[src/rtl/core/status_led_blink_controller_macros.svh]
// Assertion macros for the status LED blink controller.
// Used by the top level only; expects clk and rst_n in scope.
`ifndef STATUS_LED_BLINK_CONTROLLER_MACROS_SVH
`define STATUS_LED_BLINK_CONTROLLER_MACROS_SVH

// Same-cycle implication, disabled during reset.
`define SLBC_ASSERT_NOW(label, ante, cons) \
  label: assert property (@(posedge clk) disable iff (!rst_n) (ante) |-> (cons)) \
    else $error("slbc assertion failed");

// Next-cycle implication, disabled during reset.
`define SLBC_ASSERT_NEXT(label, ante, cons) \
  label: assert property (@(posedge clk) disable iff (!rst_n) (ante) |=> (cons)) \
    else $error("slbc assertion failed");

`endif

[src/rtl/core/slbc_pkg.sv]
// Package for the status LED blink controller: payload and config types,
// register indexes, reset values and default tick lengths. No dependencies.
`default_nettype none

package slbc_pkg;

  localparam int TICK_MS_DEF       = 10;
  localparam int SLEEP_TICK_MS_DEF = 1000;

  localparam int UPTIME_W = 17;
  localparam int TIMER_W  = 16;
  localparam int MODE_W   = 2;
  localparam int ADDR_W   = 5;
  localparam int DATA_W   = 32;

  localparam logic [UPTIME_W-1:0] UPTIME_MAX = '1;
  localparam logic [TIMER_W-1:0]  TIMER_MAX  = '1;

  // LED mode codes; any code at or above MODE_FLASH flashes
  localparam logic [MODE_W-1:0] MODE_OFF   = 2'd0;
  localparam logic [MODE_W-1:0] MODE_ON    = 2'd1;
  localparam logic [MODE_W-1:0] MODE_FLASH = 2'd2;

  // register indexes (byte address = 4 * index)
  localparam logic [2:0] REG_NET_MODE  = 3'd0;
  localparam logic [2:0] REG_POS_MODE  = 3'd1;
  localparam logic [2:0] REG_PWR_EN    = 3'd2;
  localparam logic [2:0] REG_QUICK     = 3'd3;
  localparam logic [2:0] REG_SLOW_ON   = 3'd4;
  localparam logic [2:0] REG_SLOW_OFF  = 3'd5;
  localparam logic [2:0] REG_STARTUP   = 3'd6;

  localparam logic [TIMER_W-1:0] QUICK_RST    = 16'd100;
  localparam logic [TIMER_W-1:0] SLOW_ON_RST  = 16'd100;
  localparam logic [TIMER_W-1:0] SLOW_OFF_RST = 16'd1900;
  localparam logic [TIMER_W-1:0] STARTUP_RST  = 16'd7000;

  typedef struct packed {
    logic asleep;
    logic battery_low_alarm;
    logic charging;
    logic battery_full;
  } slbc_in_t;

  typedef struct packed {
    logic network_led;
    logic position_led;
    logic power_led;
  } slbc_out_t;

  typedef struct packed {
    logic [MODE_W-1:0]  network_led_mode;
    logic [MODE_W-1:0]  position_led_mode;
    logic               power_led_enable;
    logic [TIMER_W-1:0] quick_flash_ms;
    logic [TIMER_W-1:0] slow_on_ms;
    logic [TIMER_W-1:0] slow_off_ms;
    logic [TIMER_W-1:0] startup_flash_ms;
  } slbc_cfg_t;

endpackage

`default_nettype wire

[src/rtl/core/slbc_cfg_regs.sv]
// APB-style configuration register file for the status LED blink controller.
// Depends on slbc_pkg.
`default_nettype none

module slbc_cfg_regs import slbc_pkg::*; (
  input  wire logic              clk,
  input  wire logic              rst_n,
  input  wire logic              psel,
  input  wire logic              penable,
  input  wire logic              pwrite,
  input  wire logic [ADDR_W-1:0] paddr,
  input  wire logic [DATA_W-1:0] pwdata,
  output logic      [DATA_W-1:0] prdata,
  output logic                   pready,
  output slbc_cfg_t              cfg
);

  slbc_cfg_t  cfg_r;
  slbc_cfg_t  cfg_nxt;
  logic       wr_en;
  logic [2:0] idx;

  assign pready = 1'b1;
  assign wr_en  = psel && penable && pwrite && pready;
  assign idx    = paddr[4:2];
  assign cfg    = cfg_r;

  always_comb begin
    cfg_nxt = cfg_r;
    if (wr_en) begin
      unique case (idx)
        REG_NET_MODE: cfg_nxt.network_led_mode  = pwdata[MODE_W-1:0];
        REG_POS_MODE: cfg_nxt.position_led_mode = pwdata[MODE_W-1:0];
        REG_PWR_EN:   cfg_nxt.power_led_enable  = pwdata[0];
        REG_QUICK:    cfg_nxt.quick_flash_ms    = pwdata[TIMER_W-1:0];
        REG_SLOW_ON:  cfg_nxt.slow_on_ms        = pwdata[TIMER_W-1:0];
        REG_SLOW_OFF: cfg_nxt.slow_off_ms       = pwdata[TIMER_W-1:0];
        REG_STARTUP:  cfg_nxt.startup_flash_ms  = pwdata[TIMER_W-1:0];
        default:      cfg_nxt = cfg_r;
      endcase
    end
  end

  always_comb begin
    unique case (idx)
      REG_NET_MODE: prdata = DATA_W'(cfg_r.network_led_mode);
      REG_POS_MODE: prdata = DATA_W'(cfg_r.position_led_mode);
      REG_PWR_EN:   prdata = DATA_W'(cfg_r.power_led_enable);
      REG_QUICK:    prdata = DATA_W'(cfg_r.quick_flash_ms);
      REG_SLOW_ON:  prdata = DATA_W'(cfg_r.slow_on_ms);
      REG_SLOW_OFF: prdata = DATA_W'(cfg_r.slow_off_ms);
      REG_STARTUP:  prdata = DATA_W'(cfg_r.startup_flash_ms);
      default:      prdata = '0;
    endcase
  end

  always_ff @(posedge clk) begin
    if (!rst_n) begin
      cfg_r.network_led_mode  <= MODE_FLASH;
      cfg_r.position_led_mode <= MODE_FLASH;
      cfg_r.power_led_enable  <= 1'b0;
      cfg_r.quick_flash_ms    <= QUICK_RST;
      cfg_r.slow_on_ms        <= SLOW_ON_RST;
      cfg_r.slow_off_ms       <= SLOW_OFF_RST;
      cfg_r.startup_flash_ms  <= STARTUP_RST;
    end else begin
      cfg_r <= cfg_nxt;
    end
  end

endmodule

`default_nettype wire

[src/rtl/core/slbc_led_core.sv]
// LED state engine: uptime counter, three LED timers and lit flags, updated
// once per tick. Depends on slbc_pkg.
`default_nettype none

module slbc_led_core import slbc_pkg::*; #(
  parameter int TICK_MS       = TICK_MS_DEF,
  parameter int SLEEP_TICK_MS = SLEEP_TICK_MS_DEF
) (
  input  wire logic      clk,
  input  wire logic      rst_n,
  input  wire logic      step,
  input  slbc_in_t       tick,
  input  slbc_cfg_t      cfg,
  output slbc_out_t      leds_nxt
);

  localparam int UP_SUM_W = UPTIME_W + 1;
  localparam int TM_SUM_W = TIMER_W + 1;

  logic [UPTIME_W-1:0] uptime_r,  uptime_nxt;
  logic [TIMER_W-1:0]  net_tmr_r, net_tmr_nxt;
  logic [TIMER_W-1:0]  pos_tmr_r, pos_tmr_nxt;
  logic [TIMER_W-1:0]  pwr_tmr_r, pwr_tmr_nxt;
  logic net_lit_r, net_lit_nxt;
  logic net_pin_r, net_pin_nxt;
  logic pos_lit_r, pos_lit_nxt;
  logic pwr_lit_r, pwr_lit_nxt;

  logic [UP_SUM_W-1:0] up_sum;
  logic [TM_SUM_W-1:0] net_sum, pos_sum, pwr_sum;
  logic [TIMER_W-1:0]  net_t, pos_t, pwr_t;
  logic [TM_SUM_W-1:0] long_ms;

  always_comb begin
    up_sum  = {1'b0, uptime_r} +
              (tick.asleep ? UP_SUM_W'(SLEEP_TICK_MS) : UP_SUM_W'(TICK_MS));
    uptime_nxt = (up_sum > {1'b0, UPTIME_MAX}) ? UPTIME_MAX : up_sum[UPTIME_W-1:0];

    net_sum = {1'b0, net_tmr_r} + TM_SUM_W'(TICK_MS);
    pos_sum = {1'b0, pos_tmr_r} + TM_SUM_W'(TICK_MS);
    pwr_sum = {1'b0, pwr_tmr_r} + TM_SUM_W'(TICK_MS);
    net_t   = (net_sum > {1'b0, TIMER_MAX}) ? TIMER_MAX : net_sum[TIMER_W-1:0];
    pos_t   = (pos_sum > {1'b0, TIMER_MAX}) ? TIMER_MAX : pos_sum[TIMER_W-1:0];
    pwr_t   = (pwr_sum > {1'b0, TIMER_MAX}) ? TIMER_MAX : pwr_sum[TIMER_W-1:0];
    long_ms = {1'b0, cfg.quick_flash_ms} + {1'b0, cfg.slow_off_ms};
  end

  // network LED
  always_comb begin
    net_lit_nxt = net_lit_r;
    net_pin_nxt = net_pin_r;
    net_tmr_nxt = net_t;
    priority if (tick.asleep) begin
      net_pin_nxt = 1'b0;
    end else if (uptime_nxt < {1'b0, cfg.startup_flash_ms}) begin
      if (net_t >= cfg.quick_flash_ms) begin
        net_lit_nxt = !net_lit_r;
        net_pin_nxt = !net_lit_r;
        net_tmr_nxt = '0;
      end
    end else if (cfg.network_led_mode < MODE_FLASH) begin
      net_lit_nxt = (cfg.network_led_mode == MODE_ON);
      net_pin_nxt = (cfg.network_led_mode == MODE_ON);
      net_tmr_nxt = '0;
    end else if (net_lit_r && net_t >= cfg.slow_on_ms) begin
      net_lit_nxt = 1'b0;
      net_pin_nxt = 1'b0;
      net_tmr_nxt = '0;
    end else if (!net_lit_r && net_t >= cfg.slow_off_ms) begin
      net_lit_nxt = 1'b1;
      net_pin_nxt = 1'b1;
      net_tmr_nxt = '0;
    end else begin
      net_tmr_nxt = net_t;
    end
  end

  // position LED
  always_comb begin
    pos_lit_nxt = pos_lit_r;
    pos_tmr_nxt = pos_t;
    priority if (cfg.position_led_mode < MODE_FLASH) begin
      pos_lit_nxt = (cfg.position_led_mode == MODE_ON);
      pos_tmr_nxt = '0;
    end else if (pos_t >= cfg.quick_flash_ms) begin
      pos_lit_nxt = !pos_lit_r;
      pos_tmr_nxt = '0;
    end else begin
      pos_tmr_nxt = pos_t;
    end
  end

  // power LED, frozen while disabled
  always_comb begin
    pwr_lit_nxt = pwr_lit_r;
    pwr_tmr_nxt = pwr_tmr_r;
    if (cfg.power_led_enable) begin
      pwr_tmr_nxt = pwr_t;
      priority if (tick.asleep) begin
        pwr_lit_nxt = 1'b0;
        pwr_tmr_nxt = '0;
      end else if (tick.battery_low_alarm && !tick.charging) begin
        if (pwr_t >= cfg.quick_flash_ms) begin
          pwr_lit_nxt = !pwr_lit_r;
          pwr_tmr_nxt = '0;
        end
      end else if (tick.battery_full && tick.charging) begin
        if ({1'b0, pwr_t} >= long_ms) begin
          pwr_lit_nxt = !pwr_lit_r;
          pwr_tmr_nxt = '0;
        end
      end else if (tick.charging) begin
        pwr_lit_nxt = 1'b1;
        pwr_tmr_nxt = '0;
      end else if (pwr_lit_r && pwr_t >= cfg.quick_flash_ms) begin
        pwr_lit_nxt = 1'b0;
        pwr_tmr_nxt = '0;
      end else if ({1'b0, pwr_t} >= long_ms) begin
        pwr_lit_nxt = !pwr_lit_r;
        pwr_tmr_nxt = '0;
      end else begin
        pwr_tmr_nxt = pwr_t;
      end
    end
  end

  assign leds_nxt.network_led  = net_pin_nxt;
  assign leds_nxt.position_led = pos_lit_nxt;
  assign leds_nxt.power_led    = pwr_lit_nxt;

  always_ff @(posedge clk) begin
    if (!rst_n) begin
      uptime_r  <= '0;
      net_tmr_r <= '0;
      pos_tmr_r <= '0;
      pwr_tmr_r <= '0;
      net_lit_r <= 1'b0;
      net_pin_r <= 1'b0;
      pos_lit_r <= 1'b0;
      pwr_lit_r <= 1'b0;
    end else if (step) begin
      uptime_r  <= uptime_nxt;
      net_tmr_r <= net_tmr_nxt;
      pos_tmr_r <= pos_tmr_nxt;
      pwr_tmr_r <= pwr_tmr_nxt;
      net_lit_r <= net_lit_nxt;
      net_pin_r <= net_pin_nxt;
      pos_lit_r <= pos_lit_nxt;
      pwr_lit_r <= pwr_lit_nxt;
    end
  end

endmodule

`default_nettype wire

[src/rtl/core/status_led_blink_controller.sv]
// Status LED blink controller. One tick transfer per clock is accepted while
// in_stall is low, and each yields one transfer of three LED pin levels. A tick
// is captured in an input register, the LED state is updated from it and the
// levels land in an output register, so out_valid rises when the output
// register is loaded from the input register, which out_stall can hold off;
// the sustained rate is one tick per cycle while out_stall is low. in_stall
// rises only while the output register holds an untaken result and the input
// register is full.
// Depends on slbc_pkg, slbc_cfg_regs, slbc_led_core and the macros header.
`default_nettype none

`include "status_led_blink_controller_macros.svh"

module status_led_blink_controller import slbc_pkg::*; #(
  parameter int TICK_MS       = TICK_MS_DEF,
  parameter int SLEEP_TICK_MS = SLEEP_TICK_MS_DEF
) (
  input  wire logic              clk,
  input  wire logic              rst_n,
  input  wire logic              in_valid,
  output logic                   in_stall,
  input  slbc_in_t               in_data,
  output logic                   out_valid,
  input  wire logic              out_stall,
  output slbc_out_t              out_data,
  input  wire logic              psel,
  input  wire logic              penable,
  input  wire logic              pwrite,
  input  wire logic [ADDR_W-1:0] paddr,
  input  wire logic [DATA_W-1:0] pwdata,
  output logic      [DATA_W-1:0] prdata,
  output logic                   pready
);

  slbc_cfg_t cfg;
  slbc_in_t  in_r;
  slbc_out_t out_r;
  slbc_out_t leds_nxt;
  logic      in_valid_r;
  logic      out_valid_r;
  logic      advance;
  logic      step;

  slbc_cfg_regs u_cfg (
    .clk     (clk),
    .rst_n   (rst_n),
    .psel    (psel),
    .penable (penable),
    .pwrite  (pwrite),
    .paddr   (paddr),
    .pwdata  (pwdata),
    .prdata  (prdata),
    .pready  (pready),
    .cfg     (cfg)
  );

  slbc_led_core #(
    .TICK_MS       (TICK_MS),
    .SLEEP_TICK_MS (SLEEP_TICK_MS)
  ) u_core (
    .clk      (clk),
    .rst_n    (rst_n),
    .step     (step),
    .tick     (in_r),
    .cfg      (cfg),
    .leds_nxt (leds_nxt)
  );

  assign advance   = !out_valid_r || !out_stall;
  assign step      = in_valid_r && advance;
  assign in_stall  = in_valid_r && !advance;
  assign out_valid = out_valid_r;
  assign out_data  = out_r;

  always_ff @(posedge clk) begin
    if (!rst_n) begin
      in_valid_r  <= 1'b0;
      out_valid_r <= 1'b0;
    end else begin
      if (!in_stall) begin
        in_valid_r <= in_valid;
      end
      if (advance) begin
        out_valid_r <= in_valid_r;
      end
    end
  end

  always_ff @(posedge clk) begin
    if (in_valid && !in_stall) begin
      in_r <= in_data;
    end
    if (step) begin
      out_r <= leds_nxt;
    end
  end

  `SLBC_ASSERT_NOW(a_no_stall_when_out_free, !out_valid_r, !in_stall)
  `SLBC_ASSERT_NEXT(a_step_loads_out, step, out_valid_r)
  `SLBC_ASSERT_NEXT(a_pwr_frozen_when_off, step && !cfg.power_led_enable && out_valid_r,
                    out_r.power_led == $past(out_r.power_led))

endmodule

`default_nettype wire

[config.mk]
export PLATFORM = sky130hd
export DESIGN_NAME = status_led_blink_controller
export DESIGN_NICKNAME = d
export VERILOG_FILES = /design/src/rtl/core/slbc_pkg.sv /design/src/rtl/core/slbc_cfg_regs.sv /design/src/rtl/core/slbc_led_core.sv /design/src/rtl/core/status_led_blink_controller.sv
export VERILOG_INCLUDE_DIRS = /design/src /design/src/rtl/core
export SDC_FILE = /design/constraint.sdc
export NUM_CORES = 1
export LEC_CHECK = 0
export ABC_AREA = 1
export BUFFER_PORTS_ARGS = -buffer_cell sky130_fd_sc_hd__buf_2
export CORE_ASPECT_RATIO = 0.75
export CORE_MARGIN = 2
export CORE_UTILIZATION = 48
export CTS_BUF_LIST = sky130_fd_sc_hd__clkbuf_2 sky130_fd_sc_hd__clkbuf_4 sky130_fd_sc_hd__clkbuf_8
export CTS_CLUSTER_SIZE = 8
export DETAILED_ROUTE_END_ITERATION = 12
export GPL_ROUTABILITY_DRIVEN = 0
export PLACE_DENSITY_LB_ADDON = 0.3
export SYNTH_ARGS = -nofsm -noshare
export SYNTH_HDL_FRONTEND = slang
export SYNTH_HIERARCHICAL = 1
export SYNTH_SLANG_ARGS = --single-unit
[constraint.sdc]
create_clock -name clk -period 6.1 [get_ports clk]
set_input_delay 0.915 -clock clk [delete_from_list [all_inputs] [get_ports clk]]
set_output_delay 0.915 -clock clk [all_outputs]
set_load 0.02 [all_outputs]
### After elaboration in Yosys (flattened, before gate mapping)

Index checks and enable logic that the tools add are counted.

| word-level totals | value |
|---|---|
| flip-flop bits (word level) | 147 |
| input bits | 48 |
| output and inout bits | 38 |
| word-level logic and storage cells | 124 |

| operators by class | value |
|---|---|
| add/sub/neg operators | 5 |
| magnitude comparators | 13 |
| equality and inequality tests | 9 |
| muxes and demuxes | 42 |
| bitwise logic cells | 1 |
| reductions and logical operators | 30 |

Operator list:

| operator | number |
|---|---|
| two-way mux 16 bit | 18 |
| one-hot mux 16 bit (7 select lines) | 1 |
| >= comparator 16 bit | 5 |
| adder 16 x 4 -> 17 bit (second input constant) | 3 |
| > comparator 17 x 16 -> 1 bit (second input constant) | 3 |
| two-way mux 1 bit | 21 |
| adder 17 x 18 -> 18 bit | 1 |
| > comparator 18 x 17 -> 1 bit (second input constant) | 1 |
| adder 16 x 16 -> 17 bit | 1 |
| >= comparator 16 x 17 -> 1 bit | 1 |
| < comparator 17 x 16 -> 1 bit | 1 |
| two-way mux 17 bit | 1 |
| AND reduction 2 bit | 8 |
| logical AND 1 bit | 10 |
| two-way mux 10 bit | 1 |
| == test 3 bit (second input constant) | 3 |
| logical NOT 1 bit | 8 |
| == test 3 x 2 -> 1 bit (second input constant) | 2 |
| == test 2 x 1 -> 1 bit (second input constant) | 2 |
| < comparator 2 bit (second input constant) | 2 |
| AND reduction 4 bit | 1 |
| nonzero test 4 bit | 1 |
| == test 3 x 1 -> 1 bit (second input constant) | 1 |
| logical NOT 3 bit | 1 |
| 3 further kinds | 3 |

### Logic depth before layout (Yosys ltp)

Gate-level depths: netlist of run 1.

| logic depth | value |
|---|---|
| depth after elaboration | 11 |
| mapped depth | 32 |

### Hierarchy

The synthesis of run 1 kept the hierarchy.

Modules (own cells, without submodules):

| module | instances | cells each | area each (um2) | sequential area each (um2) |
|---|---|---|---|---|
| slbc_led_core | 1 | 1250 | 8343.0 | 1381.3 |
| slbc_cfg_regs | 1 | 516 | 3442.1 | 1381.3 |
| status_led_blink_controller | 1 | 20 | 305.3 | 250.2 |

### Worst setup path before layout of run 1

OpenSTA, ideal clock, no wires.

| path | value |
|---|---|
| kind | register to register |
| from | register u_core.pwr_tmr_r[1] |
| to | register out_r, in the netlist out_data[0] (data pin) |
| library setup time | 0.251 ns |
| arrival time | 3.493 ns |
| data required time | 5.849 ns |
| path slack | 2.356 ns |
| cell stages (with the launch flop) | 26 |
| path buffers | 2 |
| path through | dfxtp_1 > ha_1 > nor2_1 > nor2_2 > nand3_2 > nor2_2 > nand3_1 > xor2_1 > inv_1 > nand2_1 > nor2_2 > nand3b_2 > buf_6 > nand3_2 > ha_1 > a21oi_1 > nor2_1 > a211oi_1 > o221ai_1 > nand2_1 > nand3_1 > ha_1 > or2_2 > nand4_1 > o21ai_0 > buf_4 |

| on the way | value |
|---|---|
| longest elaborated chain between the ends | 11 |
| elaborated cells on any way between the ends | 14 |

RTL lines:

| item | line | RTL |
|---|---|---|
| start: declaration | slbc_led_core.sv:23 | `logic [TIMER_W-1:0] pwr_tmr_r, pwr_tmr_nxt;` |
| start signal: assignment | slbc_led_core.sv:145 | `pwr_tmr_r <= pwr_tmr_nxt;` |
| adder 16 x 4 -> 17 bit (*) | slbc_led_core.sv:41 | `pwr_sum = {1'b0, pwr_tmr_r} + TM_SUM_W'(TICK_MS);` |
| > comparator 17 x 16 -> 1 bit | slbc_led_core.sv:44 | `pwr_t = (pwr_sum > {1'b0, TIMER_MAX}) ? TIMER_MAX : pwr_sum[TIMER_W-1:0];` |
| two-way mux 16 bit (*) | slbc_led_core.sv:44 |  |
| >= comparator 16 x 17 -> 1 bit / >= comparator 16 bit (equally long branches) | - |  |
| two-way mux 1 bit / logical AND 1 bit (equally long branches) | slbc_led_core.sv:108, slbc_led_core.sv:118, slbc_led_core.sv:115 |  |
| two-way mux 1 bit | slbc_led_core.sv:115 | `end else if (pwr_lit_r && pwr_t >= cfg.quick_flash_ms) begin` |
| two-way mux 1 bit | slbc_led_core.sv:112 | `end else if (tick.charging) begin` |
| two-way mux 1 bit | slbc_led_core.sv:107 | `end else if (tick.battery_full && tick.charging) begin` |
| two-way mux 1 bit (*) | slbc_led_core.sv:102 | `end else if (tick.battery_low_alarm && !tick.charging) begin` |
| two-way mux 1 bit (*) | slbc_led_core.sv:99 | `priority if (tick.asleep) begin` |
| two-way mux 1 bit (*) | slbc_led_core.sv:97 | `if (cfg.power_led_enable) begin` |
| named net u_core.pwr_lit_nxt | slbc_led_core.sv:27 | `logic pwr_lit_r, pwr_lit_nxt;` |
| end signal: assignment | status_led_blink_controller.sv:94 | `out_r <= leds_nxt;` |
| end: declaration | status_led_blink_controller.sv:37 | `slbc_out_t out_r;` |

Mark *: on every way through the listed nets, which the timed path passes. The rest lies on a longest branch.
A chain may end at the register's enable or synchronous reset.

### Final worst setup path of run 1

| path | value |
|---|---|
| from | register in_r[3] in the netlist's numbering |
| to | register u_core.net_tmr_r[2] |

| on the way | value |
|---|---|
| longest elaborated chain between the ends | 7 |

RTL lines:

| item | line | RTL |
|---|---|---|
| start: declaration | status_led_blink_controller.sv:36 | `slbc_in_t in_r;` |
| start signal: assignment | status_led_blink_controller.sv:91 | `in_r <= in_data;` |
| two-way mux 10 bit (*) | slbc_led_core.sv:36 | `(tick.asleep ? UP_SUM_W'(SLEEP_TICK_MS) : UP_SUM_W'(TICK_MS));` |
| adder 17 x 18 -> 18 bit (*) | slbc_led_core.sv:35 | `up_sum = {1'b0, uptime_r} +` |
| > comparator 18 x 17 -> 1 bit | slbc_led_core.sv:37 | `uptime_nxt = (up_sum > {1'b0, UPTIME_MAX}) ? UPTIME_MAX : up_sum[UPTIME_W-1:0];` |
| two-way mux 17 bit (*) | slbc_led_core.sv:37 |  |
| named net u_core.uptime_nxt[11] | slbc_led_core.sv:20 | `logic [UPTIME_W-1:0] uptime_r, uptime_nxt;` |
| < comparator 17 x 16 -> 1 bit (*) | slbc_led_core.sv:55 | `end else if (uptime_nxt < {1'b0, cfg.startup_flash_ms}) begin` |
| two-way mux 16 bit (*) | slbc_led_core.sv:55 |  |
| two-way mux 16 bit (*) | slbc_led_core.sv:53 | `priority if (tick.asleep) begin` |
| end signal: assignment | slbc_led_core.sv:143 | `net_tmr_r <= net_tmr_nxt;` |
| end: declaration | slbc_led_core.sv:21 | `logic [TIMER_W-1:0] net_tmr_r, net_tmr_nxt;` |

Marks and branches as above.

==> results of run 1 <==
-- cell usage after synthesis (8+ instances only) --
library cell	instances	area, um2
a21oi_2	11	96.3
o21ai_0	68	340
nand4_1	60	375
nor2_1	187	702
or2_2	8	50.1
ha_1	141	1760
nand3_2	38	380
xor2_1	30	263
inv_1	210	788
nand2_1	431	1620
dfxtp_1	140	2800
buf_2	13	65.1
a21oi_1	129	646
buf_6	8	90.1
nand3b_1	8	60.1
nand3_1	114	571
nor2_2	8	50.1
nor3_1	17	85.1
buf_4	32	240
clkinv_1	12	45.0
xnor2_1	20	175
clkbuf_1	23	86.3
-- per-stage QoR --
stage          cell area (um2)   util  power, W  setup slack [ns]  instances
2_1_floorplan            12100      -   0.00130              2.36       1801
3_3_place_gp             12400  0.499   0.00138              1.37       2116
3_5_place_dp             12400  0.499   0.00138              1.34       2116
4_1_cts                  12800  0.516   0.00221              1.27       2148
5_1_grt                  12800  0.516   0.00230             0.855       2148
6_report                 12800  0.516   0.00220              1.18       2148
-- report_power, final --
| part | switching, W | total (W) | leakage [nW] | internal [W] |
|---|---|---|---|---|
| Combinational | 0.000248 | 0.000361 | 4.77 | 0.000113 |
| Clock | 0.000438 | 0.000825 | 0.201 | 0.000387 |
| Sequential | 0.0000212 | 0.00101 | 1.20 | 0.000989 |
| Total | 0.000707 | 0.00220 | 6.17 | 0.00149 |
-- worst reg2reg max path: cells and delay by family (launching register included) --
kind / cells / cell delay [ns]
DFF: 1 / 0.68
AOI/OAI and AO/OA: 4 / 0.71
buffers and inverters: 3 / 0.50
adders and majority gates: 3 / 0.82
and+or+nand+nor: 14 / 2.06
-- flip-flops by register name, indices dropped and copies added (netlist names) --
signal,cells
in_valid_r,1
in_r,4
u_core/net_tmr_r,16
u_core/net_lit_r,1
u_core/pwr_tmr_r,16
u_cfg/cfg,69
u_core/pos_lit_r,1
u_core/pwr_lit_r,1
out_data,3
out_valid,1
u_core/pos_tmr_r,16
u_core/uptime_r,17
u_core/net_pin_r,1
-- how the worst max path moves through the flow --
stage	startpoint	endpoint	slack, ns	cells past startpoint
4_1_cts	in_r[3]$_DFFE_PP_	u_core/net_tmr_r[2]$_SDFFE_PN0P_	1.27	24
3_3_place_gp	in_r[3]$_DFFE_PP_	u_core/net_tmr_r[14]$_SDFFE_PN0P_	1.37	24
2_1_floorplan	u_core/pwr_tmr_r[1]$_SDFFE_PN0P_	out_data[0]$_DFFE_PP_	2.36	25
6_report	in_r[3]$_DFFE_PP_	u_core/net_tmr_r[2]$_SDFFE_PN0P_	1.18	24
5_1_grt	in_r[3]$_DFFE_PP_	u_core/net_tmr_r[13]$_SDFFE_PN0P_	0.86	24
3_5_place_dp	in_r[3]$_DFFE_PP_	u_core/net_tmr_r[3]$_SDFFE_PN0P_	1.34	24
-- cells by family after synthesis --
kind of cell	Yosys count	share of synthesized area
AND/OR/NAND/NOR	897	0.344
AO/OA/AOI/OAI	238	0.109
flip-flops	147	0.249
adder cells (fa/ha/maj)	142	0.148
buffers and inverters	309	0.112
other	2	0.000621
XOR/XNOR	51	0.0376
-- area by class of cell --
type                    count  area, um2
clock inverters            14        166
multi-input cells        1345       7790
repair buffers             59        318
fillers                  2494      12000
clock buffers              18        248
inverters                 227        852
well taps                 338        423
flip-flops and latches    147       3010
-- metal layers --
metal | routed length, um | GRT usage
met3 | 3270 | 0.0608
met5 | 0 | 0
met2 | 14200 | 0.382
met1 | 16000 | 0.365
met4 | 634 | 0.0769
==> reports/results.txt, run 1 <==
Min-Delay Path Class: reg2reg
Global route overflow: 0
Setup TNS: 0 ns
DIE HEIGHT: 141 um
Die width: 187 um
Initial antenna violation count: 0
Antenna Diode Count: 0
Commonest non-fill, non-tap cells in the layout: nand2_1, inv_1, nor2_1
Port buffer count: 50
Post-cts resize count: 0
Final hold violation count: 0
First-pass GRT wire length: 54300 um
Syn. warnings: 6
Worst hold slack: 0.470 ns
Vias: 11600
Initial Util: 0.487
Final net count: 1987
Pwr dens: 171 nW/um2
Main flop type after synthesis: dfxtp_1
Number of max-cap violations: 0
FMAX: 203 MHz
Final setup fails: 0
CP Launch Type: flop
DRT iter0 DRCs: 1004
Max FO, Critical Path: 15
Clk root buf: clkbuf_8
Clock insertion delay at the later pin of the skew report: 0.48 ns
CP top delay family: simple AND/OR/NAND/NOR gates
Layout cells sized above 1: 0.104
Status: complete, no violations
Buf/Inv on CP: 3
Register-to-Register Path Depth: 24
Worst Skew: 0.0177 ns
Worst Hold Launch: u_core/uptime_r[0]$_SDFFE_PN0P_
Io pins: 86
Worst Setup Path Type: reg2reg
Most common cell after layout, fill and taps aside: nand2_1
P&R area growth vs syn: 5.96%
Worst slew pin tran: 1.25 ns
Final Max Slew Viols: 0
Max stage delay on crit path: 0.68 ns
FF-to-FF End: u_core/net_tmr_r[2]$_SDFFE_PN0P_
Register-to-Register Setup Slack: 1.18 ns
CP max-delay cell: edfxtp_1
Most frequent CP cell: nor2_1
Synth Instances: 1786
Final WL: 34100 um
Clock Tree Buf Depth: 2
Critical Path, Cell by Cell: inv_1, ha_1, ha_1, nor2_1, nor2_1, nand2_1, nand3_2, a21oi_1, nor2_1, nand2_1, inv_1, a21oi_1, inv_1, ha_1, nand2_1, nor2_1, a211oi_1, nor2_1, nor2_1, nand3_2, nand2_1, nand3_2, nand2_1, a21oi_2
Post-Syn Area: 12100 um2
Routed len/inst: 15.9 um
Routed Antenna Nets: 0
Max VDD drop: 135 uV
Sink Count: 147
Die area: 26500 um2
CP arrival: 5.25 ns
Post-layout minimum cycle time: 4.92 ns
RSZ-0062 raised after global routing: false
Cts bufs inserted: 17
Core area: 24800 um2
Number of synthesized flops with an enable pin: 7
Drt first pass iters: 5
H-tree depth: 4
Seq cells post-synth: 147
Post-synth ARST share: 0
Cts hold-fix bufs: 0
Syn Area/Cell: 6.77 um2
DP Wirelength: 25500 um
CTS tree: yes
Gr usage total: 0.256
Hold-critical path depth: 2
Slew headroom: 0.160
Required @ worst endpoint: 6.43 ns
Largest net degree at the start of global routing: 81
Fin crit share: 0.807
Worst Hold End: u_core/uptime_r[0]$_SDFFE_PN0P_
Post-CTS Setup Bufs: 0
Cell variety after synth: 55
Worst-path clk slew: 0.09 ns
Worst reg2reg startpoint: in_r[3]$_DFFE_PP_
Element type at the critical path end: flop
Leak: 6.17 nW
Vias in the first global route: 10400
Register area share after synthesis: 0.249
Row cnt: 50
Vias/cell: 5.40
DRC errors left: 0
(Power assumes the default switching activity.)
==> run 2, diff against run 1 <==
Settings changed: ABC_AREA 1 to 0.
Clock period 6.1 ns to 4.9 ns, I/O delays scaled along.
==> run 2 against run 1 <==
Against the previous run:
- worst hold slack got worse by 0.030 ns
- clock skew barely moved
- global-route usage rose by 0.89 points
- die area rose by 0.18%
- worst setup slack got worse by 1.0 ns
- synthesized area rose by 0.19%
- final cell count fell by 12%
- power rose by 21%
- combinational power rose by 5.5%
- register-to-register slack got worse by 1.0 ns
- critical endpoint is now u_core/net_tmr_r[14]$_SDFFE_PN0P_
==> reports/results.txt, run 2 <==
Status: complete, no violations
H-tree depth: 4 (unchanged)
GRT busiest layer: met2
Cell variety after synth: 97 (+76%)
DIE HEIGHT: 142 um (about the same)
Register-to-Register Path Depth: 18 (-25%)
FF-to-FF End: u_core/net_tmr_r[14]$_SDFFE_PN0P_
Drt first pass iters: 6 (+1)
Max VDD drop: 196 uV (+45%)
Element type at the critical path end: flop
Io pins: 86 (unchanged)
Final WL: 35100 um (+3.1%)
Grt met1 use: 0.390 (+0.0248)
Worst Hold End: in_r[1]$_DFFE_PP_
Ranking of synthesized cells by area: dfxtp_1, ha_1, mux2i_1
Routed len/inst: 18.6 um (+17%)
Clock power share: 0.388 (+0.012)
Sequential power share: 0.469 (+0.009)
Syn. warnings: 6 (unchanged)
Vias: 11300 (-2.5%)
Main flop type after synthesis: dfxtp_1
Yosys top cell area share: 0.231 (-0.000431)
Global route overflow: 0 (unchanged)
Clock insertion delay at the later pin of the skew report: 0.48 ns (about the same)
Min-Delay Path Class: in2reg
Final setup fails: 0 (unchanged)
Post-synth ARST share: 0 (unchanged)
Register area share after synthesis: 0.249 (-0.000463)
Port buffer count: 50 (unchanged)
Antenna Diode Count: 0 (unchanged)
Number of max-cap violations: 0 (unchanged)
Clk root buf: clkbuf_8
Initial antenna violation count: 0 (unchanged)
M2 GR Usage: 0.405 (+0.0233)
Die width: 187 um (about the same)
Gr usage total: 0.265 (+0.00891)
Final net count: 1729 (-13%)
Leak: 6.08 nW (-1.5%)
Row cnt: 50 (unchanged)
Worst reg2reg startpoint: u_core/net_tmr_r[2]$_SDFFE_PN0P_
Pint: 0.00184 W (+24%)
Pwr dens: 201 nW/um2 (+17%)
Crit path launch: u_core/net_tmr_r[2]$_SDFFE_PN0P_
Post-synth top cells: nand2_1, ha_1, dfxtp_1
P_sw: 0.000818 W (+16%)
Final design utilization: 0.531 (+0.0151)
Cells after DPL: 1845 (-13%)
Initial Util: 0.486 (about the same)
Sink Count: 147 (unchanged)
First-pass GRT wire length: 56100 um (+3.3%)
Post-layout minimum cycle time: 4.75 ns (-0.173 ns)
CP arrival: 5.17 ns (-0.08 ns)
Hold-critical path depth: 1 (-1)
Worst Hold Launch: in_data[1]
Worst Skew: 0.0176 ns (-0.0000526 ns)
Max FFs per register: 69 (unchanged)
RSZ-0062 raised after global routing: true
Final Max Slew Viols: 0 (unchanged)
Combinational share of power: 0.143 (-0.021)
Core area: 24900 um2 (+0.25%)
Register-to-Register Setup Slack: 0.15 ns (-1.03 ns)
GR Layer Usage met3: 0.0371 (-0.0237)
Vias in the first global route: 10400 (-0.20%)
Vias/cell: 5.99 (+11%)
Fin crit share: 0.969 (+0.162)
Layout cells sized above 1: 0.126 (+0.0218)
CTS tree: yes
Worst Setup Path Type: reg2reg
Most common cell after layout, fill and taps aside: nand2_1
Cts bufs inserted: 17 (unchanged)
Number of synthesized flops with an enable pin: 7 (unchanged)
Syn Area/Cell: 8.12 um2 (+20%)
Seq cells post-synth: 147 (unchanged)
Clock Tree Buf Depth: 2 (unchanged)
DRT iter0 DRCs: 1047 (+4.3%)
Slew headroom: 0.257 (+0.0967)
CP Launch Type: flop
P&R area growth vs syn: 9.14%
Required @ worst endpoint: 5.33 ns (-1.10 ns)
Count leader, synth: nand2_1
Placed cell areas: 12700 um2 (+2.1%)
Non-Filler Instances: 1890 (-12%)
Design area: 13200 um2 (+3.2%)
Routed Antenna Nets: 0 (unchanged)
Area leader, netlist: dfxtp_1
Die area: 26500 um2 (+0.18%)
Final hold violation count: 0 (unchanged)
Worst-path clk slew: 0.10 ns (about the same)
FMAX: 211 MHz (+3.6%)
Switching power share of the total: 0.307 (-0.0145)
Synth Instances: 1491 (-17%)
Worst slew pin tran: 1.11 ns (-0.140 ns)
DP Wirelength: 26500 um (+4.3%)
Post-Syn Area: 12100 um2 (+0.19%)
DRC errors left: 0 (unchanged)
Largest net degree at the start of global routing: 62 (-23%)
Commonest non-fill, non-tap cells in the layout: nand2_1, dfxtp_1, ha_1
Max FO, Critical Path: 12 (-3)
[run 2: cell types whose count changed after synthesis, moves of 19 or more]
cell | previous run | this run
a21o_1 | 2 | 36
nand2_1 | 431 | 190
a21oi_1 | 129 | 62
nand4_1 | 60 | 30
nor2_1 | 187 | 82
a31oi_1 | 4 | 23
o211ai_1 | 6 | 39
nand3_1 | 114 | 56
nand3_2 | 38 | 2
a22o_1 | 0 | 24
mux2i_1 | 0 | 75
inv_1 | 210 | 106
[run 2: cell families (layout without fill, tap and decap cells)]
kind of cell,after synthesis,in the layout,synth area share
XOR/XNOR,48,48,0.0347
adder cells (fa/ha/maj),142,142,0.147
AO/OA/AOI/OAI,385,385,0.224
buffers and inverters,203,249,0.0777
multiplexers,80,80,0.0676
other,2,17,0.000620
flip-flops,147,147,0.249
AND/OR/NAND/NOR,484,484,0.199
[run 2: timing repair]
action	in CTS	in global routing
setup endpoints to repair	0	35
hold buffers	0	0
gates resized for setup	0	16
setup buffers	0	11
[run 2: worst max-delay path: stages, from the launching register on]
cell,delay (ns)
dfxtp_1,0.40
ha_1,0.28
nor2_1,0.37
a21oi_1,0.18
a21o_1,0.21
a211o_1,0.24
o31a_1,0.39
buf_4,0.21
nor2b_2,0.19
ha_1,0.28
nand2b_1,0.16
a31oi_1,0.18
o21ai_0,0.18
a31oi_2,0.32
nand3_1,0.13
nor4bb_4,0.18
nor3_1,0.34
clkdlybuf4s15_2,0.32
a22o_1,0.14
[run 2: metrics by stage]
stage,TNS [ns],hold WS (ns),power [W],setup WS (ns)
3_3_place_gp,0,0.447,0.00163,0.145
6_report,0,0.440,0.00266,0.153
5_1_grt,-0.266,0.405,0.00277,-0.0561
3_5_place_dp,0,0.462,0.00164,0.0789
4_1_cts,0,0.407,0.00266,0.0414
2_1_floorplan,0,0.428,0.00154,0.361
[run 2: power by group through the flow]
| stage | logic, W | registers (W) | clock network, W |
|---|---|---|---|
| 4_1_cts | 0.000366 | 0.00125 | 0.00105 |
| 5_1_grt | 0.000422 | 0.00125 | 0.00109 |
| 3_3_place_gp | 0.000355 | 0.00128 | 0 |
| 6_report | 0.000381 | 0.00125 | 0.00103 |
| 3_5_place_dp | 0.000364 | 0.00128 | 0 |
| 2_1_floorplan | 0.000278 | 0.00127 | 0 |
[run 2: per-layer routing]
metal,vias to the layer above,share of wire
li1,5491,-
met1,5353,0.49
met2,421,0.43
met3,48,0.062
met4,0,0.020
met5,-,0
[run 2: area by class of cell]
cell class / instances / area [um2]
clock buffers: 18 / 248
multi-input cells: 1156 / 8270
well taps: 338 / 423
fillers: 2412 / 11700
repair buffers: 108 / 694
clock inverters: 14 / 168
inverters: 109 / 409
flip-flops and latches: 147 / 3010
[run 2: worst max path at each step]
stage / endpoint / slack, ns / depth (start not counted)
6_report: u_core/net_tmr_r[14]$_SDFFE_PN0P_ / 0.15 / 18
5_1_grt: u_core/net_tmr_r[10]$_SDFFE_PN0P_ / -0.06 / 22
4_1_cts: u_core/net_tmr_r[11]$_SDFFE_PN0P_ / 0.04 / 20
3_5_place_dp: u_core/net_tmr_r[10]$_SDFFE_PN0P_ / 0.08 / 20
3_3_place_gp: u_core/net_tmr_r[9]$_SDFFE_PN0P_ / 0.15 / 20
2_1_floorplan: u_core/net_tmr_r[10]$_SDFFE_PN0P_ / 0.36 / 20
